--- src/design/lmscs_pkg.sv ---
`timescale 1ns / 1ps
// ----------------------------------------------------------------------------
// lmscs_pkg
// Types, constants and microcode table of the LED matrix command sender.
// ----------------------------------------------------------------------------
package lmscs_pkg;

	localparam int GRID_COUNT     = 16;
	localparam int MAX_BRIGHTNESS = 8;

	localparam logic [7:0] CMD_DATA_AUTO   = 8'h40;
	localparam logic [7:0] CMD_DISPLAY_OFF = 8'h80;
	localparam logic [7:0] CMD_DISPLAY_ON  = 8'h88;
	localparam logic [7:0] CMD_ADDRESS     = 8'hC0;

	localparam logic [1:0] MODE_SETUP  = 2'd0;
	localparam logic [1:0] MODE_BRIGHT = 2'd1;
	localparam logic [1:0] MODE_GRID   = 2'd2;

	typedef logic [2:0] upc_t;

	localparam upc_t UPC_WAIT   = 3'd0;
	localparam upc_t UPC_START  = 3'd1;
	localparam upc_t UPC_BIT_LO = 3'd2;
	localparam upc_t UPC_BIT_HI = 3'd3;
	localparam upc_t UPC_STOP0  = 3'd4;
	localparam upc_t UPC_STOP1  = 3'd5;
	localparam upc_t UPC_STOP2  = 3'd6;

	typedef enum logic [1:0] {
		DS_ZERO,
		DS_ONE,
		DS_BIT
	} data_src_t;

	typedef enum logic [1:0] {
		BR_NEXT,
		BR_ACCEPT,
		BR_BITLOOP,
		BR_JUMP
	} branch_t;

	typedef struct packed {
		logic      emit;
		data_src_t dsrc;
		logic      clk_lvl;
		logic      last;
		logic      shift;
		branch_t   br;
		upc_t      target;
	} ucode_t;

	// datapath -> sequencer
	typedef struct packed {
		logic go;        // request produces a frame
		logic byte_end;  // bit 7 of the current byte
		logic more;      // second byte still to send
		logic out_free;  // output register can take a pin state
	} dp_status_t;

	function automatic ucode_t ucode_rom(input upc_t pc);
		ucode_t w;
		w = '{emit: 1'b0, dsrc: DS_ONE, clk_lvl: 1'b1, last: 1'b0, shift: 1'b0,
			br: BR_ACCEPT, target: UPC_START};
		case (pc)
			UPC_WAIT: begin
			end
			UPC_START: begin
				w = '{1'b1, DS_ZERO, 1'b1, 1'b0, 1'b0, BR_NEXT, UPC_WAIT};
			end
			UPC_BIT_LO: begin
				w = '{1'b1, DS_BIT, 1'b0, 1'b0, 1'b0, BR_NEXT, UPC_WAIT};
			end
			UPC_BIT_HI: begin
				w = '{1'b1, DS_BIT, 1'b1, 1'b0, 1'b1, BR_BITLOOP, UPC_BIT_LO};
			end
			UPC_STOP0: begin
				w = '{1'b1, DS_ZERO, 1'b0, 1'b0, 1'b0, BR_NEXT, UPC_WAIT};
			end
			UPC_STOP1: begin
				w = '{1'b1, DS_ZERO, 1'b1, 1'b0, 1'b0, BR_NEXT, UPC_WAIT};
			end
			UPC_STOP2: begin
				w = '{1'b1, DS_ONE, 1'b1, 1'b1, 1'b0, BR_JUMP, UPC_WAIT};
			end
			default: begin
				w = '{1'b0, DS_ONE, 1'b1, 1'b0, 1'b0, BR_JUMP, UPC_WAIT};
			end
		endcase
		return w;
	endfunction

endpackage

--- src/design/lmscs_seq.sv ---
`timescale 1ns / 1ps
// ----------------------------------------------------------------------------
// lmscs_seq
// Microprogram counter, control store lookup and branch logic.
// ----------------------------------------------------------------------------
module lmscs_seq
	import lmscs_pkg::*;
(
	input  logic       clk,
	input  logic       arst_n,
	input  logic       in_valid,
	input  dp_status_t st,
	output ucode_t     uword,
	output logic       load,
	output logic       in_stall
);

	upc_t pc_q;
	logic advance;

	assign uword    = ucode_rom(pc_q);
	assign in_stall = (pc_q != UPC_WAIT);
	assign load     = in_valid && (pc_q == UPC_WAIT);
	// an emitting step waits until the output register takes its pin state
	assign advance  = !uword.emit || st.out_free;

	always_ff @(posedge clk or negedge arst_n) begin
		if (!arst_n) begin
			pc_q <= UPC_WAIT;
		end else begin
			case (uword.br)
				BR_ACCEPT: begin
					if (load && st.go)
						pc_q <= uword.target;
				end
				BR_NEXT: begin
					if (advance)
						pc_q <= pc_q + 3'd1;
				end
				BR_BITLOOP: begin
					if (advance) begin
						if (!st.byte_end || st.more)
							pc_q <= uword.target;
						else
							pc_q <= pc_q + 3'd1;
					end
				end
				BR_JUMP: begin
					if (advance)
						pc_q <= uword.target;
				end
				default: begin
					pc_q <= UPC_WAIT;
				end
			endcase
		end
	end

endmodule

--- src/design/lmscs_dp.sv ---
`timescale 1ns / 1ps
// ----------------------------------------------------------------------------
// lmscs_dp
// Command byte build, bit shifter, bit counter and output register.
// ----------------------------------------------------------------------------
module lmscs_dp
	import lmscs_pkg::*;
(
	input  logic       clk,
	input  logic       arst_n,
	input  logic [1:0] mode,
	input  logic [3:0] brightness,
	input  logic [7:0] grid,
	input  logic [7:0] dots,
	input  logic       load,
	input  ucode_t     uword,
	output dp_status_t st,
	output logic       out_valid,
	input  logic       out_stall,
	output logic       data_level,
	output logic       clock_level,
	output logic       last
);

	logic [7:0] shift_q;
	logic [7:0] second_q;
	logic       two_q;
	logic [2:0] bitcnt_q;
	logic       valid_q;
	logic       data_q;
	logic       clock_q;
	logic       last_q;

	logic [3:0] bright_sat;
	logic [3:0] bright_m1;
	logic [7:0] first_byte;
	logic       fire;
	logic       dbit;

	always_comb begin
		bright_sat = (brightness > 4'(MAX_BRIGHTNESS)) ? 4'(MAX_BRIGHTNESS) : brightness;
		bright_m1  = bright_sat - 4'd1;
		case (mode)
			MODE_SETUP:  first_byte = CMD_DATA_AUTO;
			MODE_BRIGHT: first_byte = (bright_sat == 4'd0) ? CMD_DISPLAY_OFF
				: (CMD_DISPLAY_ON | {5'd0, bright_m1[2:0]});
			MODE_GRID:   first_byte = CMD_ADDRESS | {4'd0, grid[3:0]};
			default:     first_byte = CMD_DATA_AUTO;
		endcase
	end

	assign st.go       = (mode == MODE_SETUP) || (mode == MODE_BRIGHT)
		|| ((mode == MODE_GRID) && (grid < 8'(GRID_COUNT)));
	assign st.byte_end = (bitcnt_q == 3'd7);
	assign st.more     = two_q;
	assign st.out_free = !valid_q || !out_stall;

	assign fire = uword.emit && st.out_free;

	always_comb begin
		case (uword.dsrc)
			DS_ZERO: dbit = 1'b0;
			DS_ONE:  dbit = 1'b1;
			DS_BIT:  dbit = shift_q[0];
			default: dbit = 1'b1;
		endcase
	end

	// bit shifter; the second byte takes over after bit 7 of the first
	always_ff @(posedge clk) begin
		if (load) begin
			shift_q  <= first_byte;
			second_q <= dots;
		end else if (fire && uword.shift) begin
			if (st.byte_end && two_q)
				shift_q <= second_q;
			else
				shift_q <= {1'b0, shift_q[7:1]};
		end
	end

	always_ff @(posedge clk or negedge arst_n) begin
		if (!arst_n) begin
			two_q    <= 1'b0;
			bitcnt_q <= 3'd0;
			valid_q  <= 1'b0;
		end else begin
			if (load) begin
				two_q    <= (mode == MODE_GRID);
				bitcnt_q <= 3'd0;
			end else if (fire && uword.shift) begin
				bitcnt_q <= bitcnt_q + 3'd1;
				if (st.byte_end)
					two_q <= 1'b0;
			end
			if (fire)
				valid_q <= 1'b1;
			else if (!out_stall)
				valid_q <= 1'b0;
		end
	end

	always_ff @(posedge clk) begin
		if (fire) begin
			data_q  <= dbit;
			clock_q <= uword.clk_lvl;
			last_q  <= uword.last;
		end
	end

	assign out_valid   = valid_q;
	assign data_level  = data_q;
	assign clock_level = clock_q;
	assign last        = last_q;

endmodule

--- src/design/led_matrix_serial_command_sender.sv ---
`timescale 1ns / 1ps
// ----------------------------------------------------------------------------
// led_matrix_serial_command_sender
// Turns one command request into the pin-state frame of a two-wire LED driver.
// ----------------------------------------------------------------------------
// Each accepted request yields one frame of pin states, one per output
// request: a start state, each byte LSB first as (bit, clock low) then
// (bit, clock high), and three stop states, the final one flagged by last.
// Setup and brightness requests give 20 states, grid writes 36; a grid write
// to a grid of 16 or more and mode 3 give nothing. A small microprogram
// steps through the frame one state per cycle while the output does not
// stall, starting after an accept step that takes the request; an ignored
// request leaves the sequencer in its idle step. New requests are taken
// only while the sequencer waits in its idle step, though the last state
// may still sit in the output register.
// ----------------------------------------------------------------------------
module led_matrix_serial_command_sender
	import lmscs_pkg::*;
(
	input  logic       clk,
	input  logic       arst_n,
	input  logic       in_valid,
	output logic       in_stall,
	input  logic [1:0] mode,
	input  logic [3:0] brightness,
	input  logic [7:0] grid,
	input  logic [7:0] dots,
	output logic       out_valid,
	input  logic       out_stall,
	output logic       data_level,
	output logic       clock_level,
	output logic       last
);

	ucode_t     uword;
	dp_status_t st;
	logic       load;

	lmscs_seq u_seq (
		.clk      (clk),
		.arst_n   (arst_n),
		.in_valid (in_valid),
		.st       (st),
		.uword    (uword),
		.load     (load),
		.in_stall (in_stall)
	);

	lmscs_dp u_dp (
		.clk         (clk),
		.arst_n      (arst_n),
		.mode        (mode),
		.brightness  (brightness),
		.grid        (grid),
		.dots        (dots),
		.load        (load),
		.uword       (uword),
		.st          (st),
		.out_valid   (out_valid),
		.out_stall   (out_stall),
		.data_level  (data_level),
		.clock_level (clock_level),
		.last        (last)
	);

endmodule
--- config.mk ---
export PLATFORM = sky130hd
export DESIGN_NAME = led_matrix_serial_command_sender
export DESIGN_NICKNAME = d
export VERILOG_FILES = /design/src/design/lmscs_pkg.sv /design/src/design/lmscs_seq.sv /design/src/design/lmscs_dp.sv /design/src/design/led_matrix_serial_command_sender.sv
export SDC_FILE = /design/constraint.sdc
export NUM_CORES = 1
export LEC_CHECK = 0
export BUFFER_PORTS_ARGS = -buffer_cell sky130_fd_sc_hd__clkbuf_2
export CAP_MARGIN = 15
export CORE_UTILIZATION = 49
export CTS_CLUSTER_DIAMETER = 150
export DETAILED_ROUTE_END_ITERATION = 10
export PLACE_DENSITY_LB_ADDON = 0.15
export REMOVE_ABC_BUFFERS = 1
export SLEW_MARGIN = 40
export SYNTH_ARGS = -nofsm -noshare
export SYNTH_HDL_FRONTEND = slang
export SYNTH_SLANG_ARGS = --single-unit
--- constraint.sdc ---
create_clock -name clk -period 1.9 [get_ports clk]
set_input_delay 0.38 -clock clk [delete_from_list [all_inputs] [get_ports clk]]
set_output_delay 0.38 -clock clk [all_outputs]
set_load 0.01 [all_outputs]
==> run_results.csv, run 1 <==
group,metric,value,unit
clock_tree,cts_inserted_buffers,3,
pwr,p_clk_share,10.9,%
critical_path,worst_setup_path_end_kind,"primary output",
timing,worst_slew_pin_slew,0.313,ns
synthesis,syn_avg_cell_area,11.6,um2
detailed_routing,first_iter_violations,62,
timing,clock_skew,0.0135,ns
pwr,power_density,1290,nW/um2
floorplanning,dieHeight,58.0,um
critical_path,arrival,1.47,ns
pwr,irDropWorstVdd,0.599,mV
placement,placed_cells,197,
detailed_routing,drc_errors,5,
critical_path,worstRegToRegCells,6,
finish,multiInputGateArea,742,um2
timing,min_period,1.85,ns
clock_tree,root_buffer,"clkbuf_4",
placement,numPortBuffers,30,
detailed_routing,ant_nets,0,
clock_tree,clockBufferDepth,2,
detailed_routing,vias_per_cell,5.53,
grt,grt_pass1_wl,4450,um
pwr,p_sw,0.879,mW
pwr,p_leak,0.818,nW
finish,drive_gt1_share,37.8,%
critical_path,critical_path_class,"register to primary output",
timing,drv_slew,0,
grt,grt_overflow,0,
synthesis,synth_top_area_cell,"edfxtp_1",
placement,gp_congestion,0.894,
grt,antenna_found_initial,0,
critical_path,crit_required,1.52,ns
floorplanning,start_util,53.9,%
timing,finalSetupTns,0,ns
synthesis,synth-edff-count,19,
detailed_routing,totalWireLength,2810,um
detailed_routing,vias,1123,
floorplanning,die_area,3360,um2
clock_tree,path_clk_slew,0.16,ns
clock_tree,cts.htree.levels,1,
pwr,pwr-share-seq,40.5,%
pwr,p_int,1.50,mW
timing,setup_viol,0,
pwr,power_switching_share,36.9,%
finish,fin_nets,209,
detailed_routing,first_pass_iters,7,
grt,grt_pass1_vias,1040,
placement,dp_hpwl,2160,um
timing,fmax,0.541,GHz
floorplanning,fp.dieW,58.0,um
synthesis,synth_top_area_share,37.1,%
detailed_routing,post_drt_wl_per_cell,13.8,um
floorplanning,core-area,2850,um2
critical_path,cp_max_fo,6,
clock_tree,clock-sinks,27,
finish,regArea,771,um2
finish,stdcell_count,203,
clock_tree,insertion_delay,0.34,ns
floorplanning,rows,19,
pwr,combPwrFrac,48.6,%
timing,hold_viol_final,0,
finish,syn2layout_area_growth,20.5,%
synthesis,ys_warn_count,0,
synthesis,synthArstFlopShare,29.6,%
floorplanning,io_pins,31,
timing,period_share,97.3,%
synthesis,ys_types,43,
finish,fillers,226,
grt,grtUsageTotal,17.6,%
critical_path,crit_path_max_incr_delay,0.42,ns
synthesis,synth_flop_cell,"edfxtp_1",
job,drv_cap,0,
timing,slew_headroom,79.1,%
synthesis,syn-cell-area,1540,um2
critical_path,path_cells,"inv_2, ha_4, and2b_1, buf_4, inv_1, clkbuf_2",
outcome,outcome,"complete, but fails checks",
finish,diodes,0,
hold_path,min_path_type,"primary input to register",
outcome,failed_checks,"design-rule violations",
clock_tree,cts_tree,"done",
synthesis,synthCells,133,
critical_path,start_kind,"register",
synthesis,synth-seq-cells,27,
hold_path,whs_path_depth,1,
synthesis,ys_seq_area_share,50.2,%
synthesis,ys_top_cells_by_area,"edfxtp_1 (37%), dfrtp_1 (13%), ha_1 (8.1%)",
critical_path,critPathSlowestCell,"dfrtp_1",
grt,grt_max_degree,17,
[synth_stat cells (3+ instances only)]
library cell / n
edfxtp_1: 19
ha_1: 10
mux2i_1: 9
nand2_1: 9
dfrtp_1: 8
inv_1: 8
a21oi_1: 7
a22oi_1: 5
o21ai_1: 5
nand2b_1: 4
nor2_1: 4
o22ai_1: 4
nand3_1: 3
nor2_2: 3
[final timing paths]
kind | endpoint | slack (ns) | start
setup / recovery | in_stall | 0.05 | u_seq.pc_q[1]$_DFFE_PN0P_
hold / removal | u_dp.second_q[0]$_DFFE_PP_ | 0.21 | dots[0]
setup reg to reg | u_seq.pc_q[1]$_DFFE_PN0P_ | 0.07 | u_seq.pc_q[0]$_DFFE_PN0P_
hold reg to reg | u_dp.bitcnt_q[2]$_DFFE_PN0P_ | 0.56 | u_dp.bitcnt_q[2]$_DFFE_PN0P_
max in group asynchronous | u_dp.out_valid$_DFFE_PN0P_ | 1.33 | arst_n
min in group asynchronous | u_dp.bitcnt_q[2]$_DFFE_PN0P_ | 0.39 | arst_n
[metrics by stage]
stage	hold slack, ns	util [%]	instance area [um2]	power, mW	worst slack, ns
after detailed placement	0.244	62.0	1770	2.04	0.0384
after CTS	0.202	64.3	1830	2.35	0.00841
final	0.214	64.9	1850	2.38	0.0505
after global placement	0.239	62.0	1770	2.00	0.109
after floorplan	0.0844	-	1510	1.68	-0.250
after global routing	0.193	64.9	1850	2.54	-0.00317
[area by class of cell]
type                       count  share of cell area, %
inverter                       8                   1.62
sequential                    27                   41.6
clock inverter                 1                  0.405
clock buffer                   3                   1.22
multi-input combinational     93                   40.1
timing repair buffer          40                   13.0
tap                           31                   2.09
[power groups by stage]
stage | Sequential [mW] | Combinational (mW) | Clock, mW
2_1_floorplan | 0.987 | 0.697 | 0
3_3_place_gp | 0.974 | 1.03 | 0
3_5_place_dp | 0.981 | 1.06 | 0
4_1_cts | 0.962 | 1.12 | 0.266
5_1_grt | 0.984 | 1.28 | 0.279
6_report | 0.964 | 1.16 | 0.260
[layout by cell type (no fill, tap or decap), types with 5 or more instances in the layout]
cell | synthesis | layout
buf_4 | 0 | 8
inv_1 | 8 | 6
mux2i_1 | 9 | 9
clkbuf_2 | 0 | 30
a21oi_1 | 7 | 7
edfxtp_1 | 19 | 19
o21ai_1 | 5 | 5
a22oi_1 | 5 | 5
ha_1 | 10 | 5
nand2_1 | 9 | 9
dfrtp_1 | 8 | 8
[logic make-up (layout without fill, tap and decap cells)]
logic type      after synthesis  after routing  share of synthesized area [%]
simple gates                 37             37                           14.2
mux                           9              9                           5.86
compound gates               36             36                           17.3
xor+xnor                      1              1                          0.570
flops                        27             27                           50.2
fa+ha+maj                    10             10                           8.14
buf+inv                      13             52                           3.83
[critical path, delay by kind of cell (launching register included)]
kind | cells | cell delay [ns]
AND/OR/NAND/NOR | 1 | 0.16
buffers and inverters | 4 | 0.39
adder cells (fa/ha/maj) | 1 | 0.18
flip-flops | 1 | 0.42
[sequential cells by signal (all words and copies together) (netlist names)]
signal / cells
u_dp.bitcnt_q: 3
u_dp.clock_level: 1
u_dp.data_level: 1
u_dp.last: 1
u_dp.out_valid: 1
u_dp.second_q: 8
u_dp.shift_q: 8
u_dp.two_q: 1
u_seq.pc_q: 3
[metal layers]
layer | up-vias | part of all wire (%) | global-route usage, %
li1 | 570 | - | -
met1 | 517 | 47 | 23.8
met2 | 31 | 47 | 28.9
met3 | 5 | 3.9 | 2.23
met4 | 0 | 1.8 | 7.48
met5 | - | 0 | 0
[repair_timing]
| item | CTS | global route |
|---|---|---|
| pin swaps | 0 | 1 |
| hold buffers | 1 | 0 |
| resized for setup | 3 | 8 |
| hold endpoints to repair | 8 | 0 |
| setup endpoints to repair | 1 | 14 |
| buffers inserted | 1 | 0 |
No activity file was read; power rests on OpenSTA's default activity.
==> inputs of run 2 (changes only) <==
--- a/config.mk
+++ b/config.mk
@@ -7,7 +7,10 @@
 export LEC_CHECK = 0
 export BUFFER_PORTS_ARGS = -buffer_cell sky130_fd_sc_hd__clkbuf_2
 export CAP_MARGIN = 15
-export CORE_UTILIZATION = 49
+export CELL_PAD_IN_SITES_DETAIL_PLACEMENT = 1
+export CELL_PAD_IN_SITES_GLOBAL_PLACEMENT = 1
+export CORE_UTILIZATION = 40
+export CTS_BUF_LIST = sky130_fd_sc_hd__clkbuf_8
 export CTS_CLUSTER_DIAMETER = 150
 export DETAILED_ROUTE_END_ITERATION = 10
 export PLACE_DENSITY_LB_ADDON = 0.15
==> run 2 against run 1 <==
Compared with the run above: the run now ends clean; non-clock buffer count shrank 2; first-iteration DRC count shrank 48%; die area up 22%; critical path type is now register to register; highest routed layer unchanged.
==> run_results.csv, run 2 (synthesis results as in run 1) <==
group,metric,value,unit
timing,finalSetupTns,0,ns
detailed_routing,totalWireLength,3270,um
pwr,p_sw,0.889,mW
clock_tree,post_cts_buffers,0,
pwr,p_int,1.52,mW
hold_path,min_path_type,"primary input to register",
critical_path,crit_required,2.08,ns
clock_tree,clock-sinks,27,
floorplanning,core-area,3660,um2
clock_tree,cts_inserted_buffers,3,
finish,final_cell_mix,"clkbuf_2 (30), edfxtp_1 (19), nand2_1 (9), mux2i_1 (9), dfrtp_1 (8)",
floorplanning,dieHeight,64.0,um
floorplanning,die_area,4090,um2
clock_tree,cts_tree,"done",
timing,fmax,0.545,GHz
timing,drv_slew,0,
pwr,power_switching_share,36.9,%
detailed_routing,top_layer_used,"met4",
detailed_routing,wl_met2,1590,um
critical_path,arrival,2.02,ns
floorplanning,fp.dieW,64.0,um
clock_tree,path_clk_slew,0.09,ns
grt,grt_pass1_vias,1181,
timing,worst_slew_pin_slew,0.320,ns
finish,post-route-util,50.7,%
timing,slew_headroom,78.6,%
finish,stdcell_count,218,
timing,fin_ws,0.0664,ns
placement,placed_area,1770,um2
critical_path,start_kind,"register",
grt,grt_pass1_wl,5530,um
detailed_routing,vias,1121,
detailed_routing,wl_met3,126,um
timing,period_share,96.5,%
finish,diodes,0,
detailed_routing,first_iter_violations,32,
grt,antenna_found_initial,0,
finish,mostFrequentLayoutCell,"clkbuf_2",
placement,numPortBuffers,30,
pwr,pwr-share-seq,40.2,%
pwr,p_clk_share,13.2,%
pwr,total_power,2.41,mW
timing,hold_viol_final,0,
pwr,p_leak,0.819,nW
floorplanning,rows,22,
timing,min_period,1.83,ns
outcome,outcome,"complete, no violations",
clock_tree,insertion_delay,0.27,ns
critical_path,critical_path_class,"register to register",
detailed_routing,first_pass_iters,3,
pwr,irDropWorstVdd,0.473,mV
finish,fin_nets,207,
finish,design_area,1860,um2
placement,dp_slack,-0.0510,ns
critical_path,cp_max_fo,6,
timing,rsz0062_at_grt,"false",
critical_path,worst_setup_path_end_kind,"register",
clock_tree,clockBufferDepth,2,
placement,gp_congestion,0.881,
timing,setup_viol,0,
grt,grt_overflow,0,
finish,syn2layout_area_growth,20.8,%
detailed_routing,post_drt_wl_per_cell,15.0,um
floorplanning,start_util,42.0,%
detailed_routing,vias_per_cell,5.14,
clock_tree,root_buffer,"clkbuf_8",
finish,largest_registers,"u_dp.second_q (8), u_dp.shift_q (8)",
detailed_routing,drc_errors,0,
detailed_routing,ant_nets,0,
floorplanning,io_pins,31,
detailed_routing,wl_met1,1530,um
placement,placed_cells,213,
finish,drive_gt1_share,35.9,%
grt,grt_max_degree,16,
pwr,power_density,1300,nW/um2
finish,fillers,423,
timing,clock_skew,0.00239,ns
job,drv_cap,0,
clock_tree,cts.htree.levels,1,
timing,whs,0.283,ns
grt,grtUsageTotal,17.5,%
pwr,combPwrFrac,46.7,%
placement,dp_hpwl,2610,um
-- run 2: what timing repair did --
action | CTS | global route
setup endpoints to repair | 9 | 10
pin swaps | 0 | 1
resized for setup | 3 | 6
hold endpoints to repair | 8 | 0
hold buffers | 1 | 0
-- run 2: worst max-delay path: stages, from the launching register on --
cell     delay (ns)
dfrtp_1        0.42
ha_1           0.25
ha_1           0.22
buf_4          0.17
a21oi_1        0.13
o31ai_1        0.10
a211o_1        0.30
mux2i_1        0.17
-- run 2: power groups by stage --
stage	Combinational, mW	Clock, mW	Sequential [mW]
2_1_floorplan	0.697	0	0.987
3_3_place_gp	1.00	0	0.969
3_5_place_dp	1.06	0	0.981
4_1_cts	1.09	0.327	0.968
5_1_grt	1.23	0.353	0.993
6_report	1.13	0.317	0.969
-- run 2: worst paths after layout --
path | from | end | slack (ns) | cells past startpoint
setup / recovery | u_seq.pc_q[0]$_DFFE_PN0P_ | u_seq.pc_q[2]$_DFFE_PN0P_ | 0.07 | 7
hold / removal | dots[6] | u_dp.second_q[6]$_DFFE_PP_ | 0.28 | 1
setup reg to reg | u_seq.pc_q[0]$_DFFE_PN0P_ | u_seq.pc_q[2]$_DFFE_PN0P_ | 0.07 | 7
hold reg to reg | u_dp.bitcnt_q[1]$_DFFE_PN0P_ | u_dp.bitcnt_q[1]$_DFFE_PN0P_ | 0.55 | 2
max in group asynchronous | arst_n | u_dp.out_valid$_DFFE_PN0P_ | 1.24 | 2
min in group asynchronous | arst_n | u_seq.pc_q[1]$_DFFE_PN0P_ | 0.48 | 2
-- run 2: layout make-up --
class                   count  area [um2]  share of cell area, %
clock inverters             1        5.00                  0.270
flip-flops and latches     27         771                   41.5
well taps                  48        60.1                   3.23
clock buffers               3        41.3                   2.22
multi-input cells          93         737                   39.7
inverters                   8        30.0                   1.62
repair buffers             38         213                   11.5
-- run 2: metal layers --
layer  track usage, %  vias up
li1                 -      566
met1             23.0      526
met2             30.2       27
met3             2.50        2
met4             4.26        0
met5                0        -
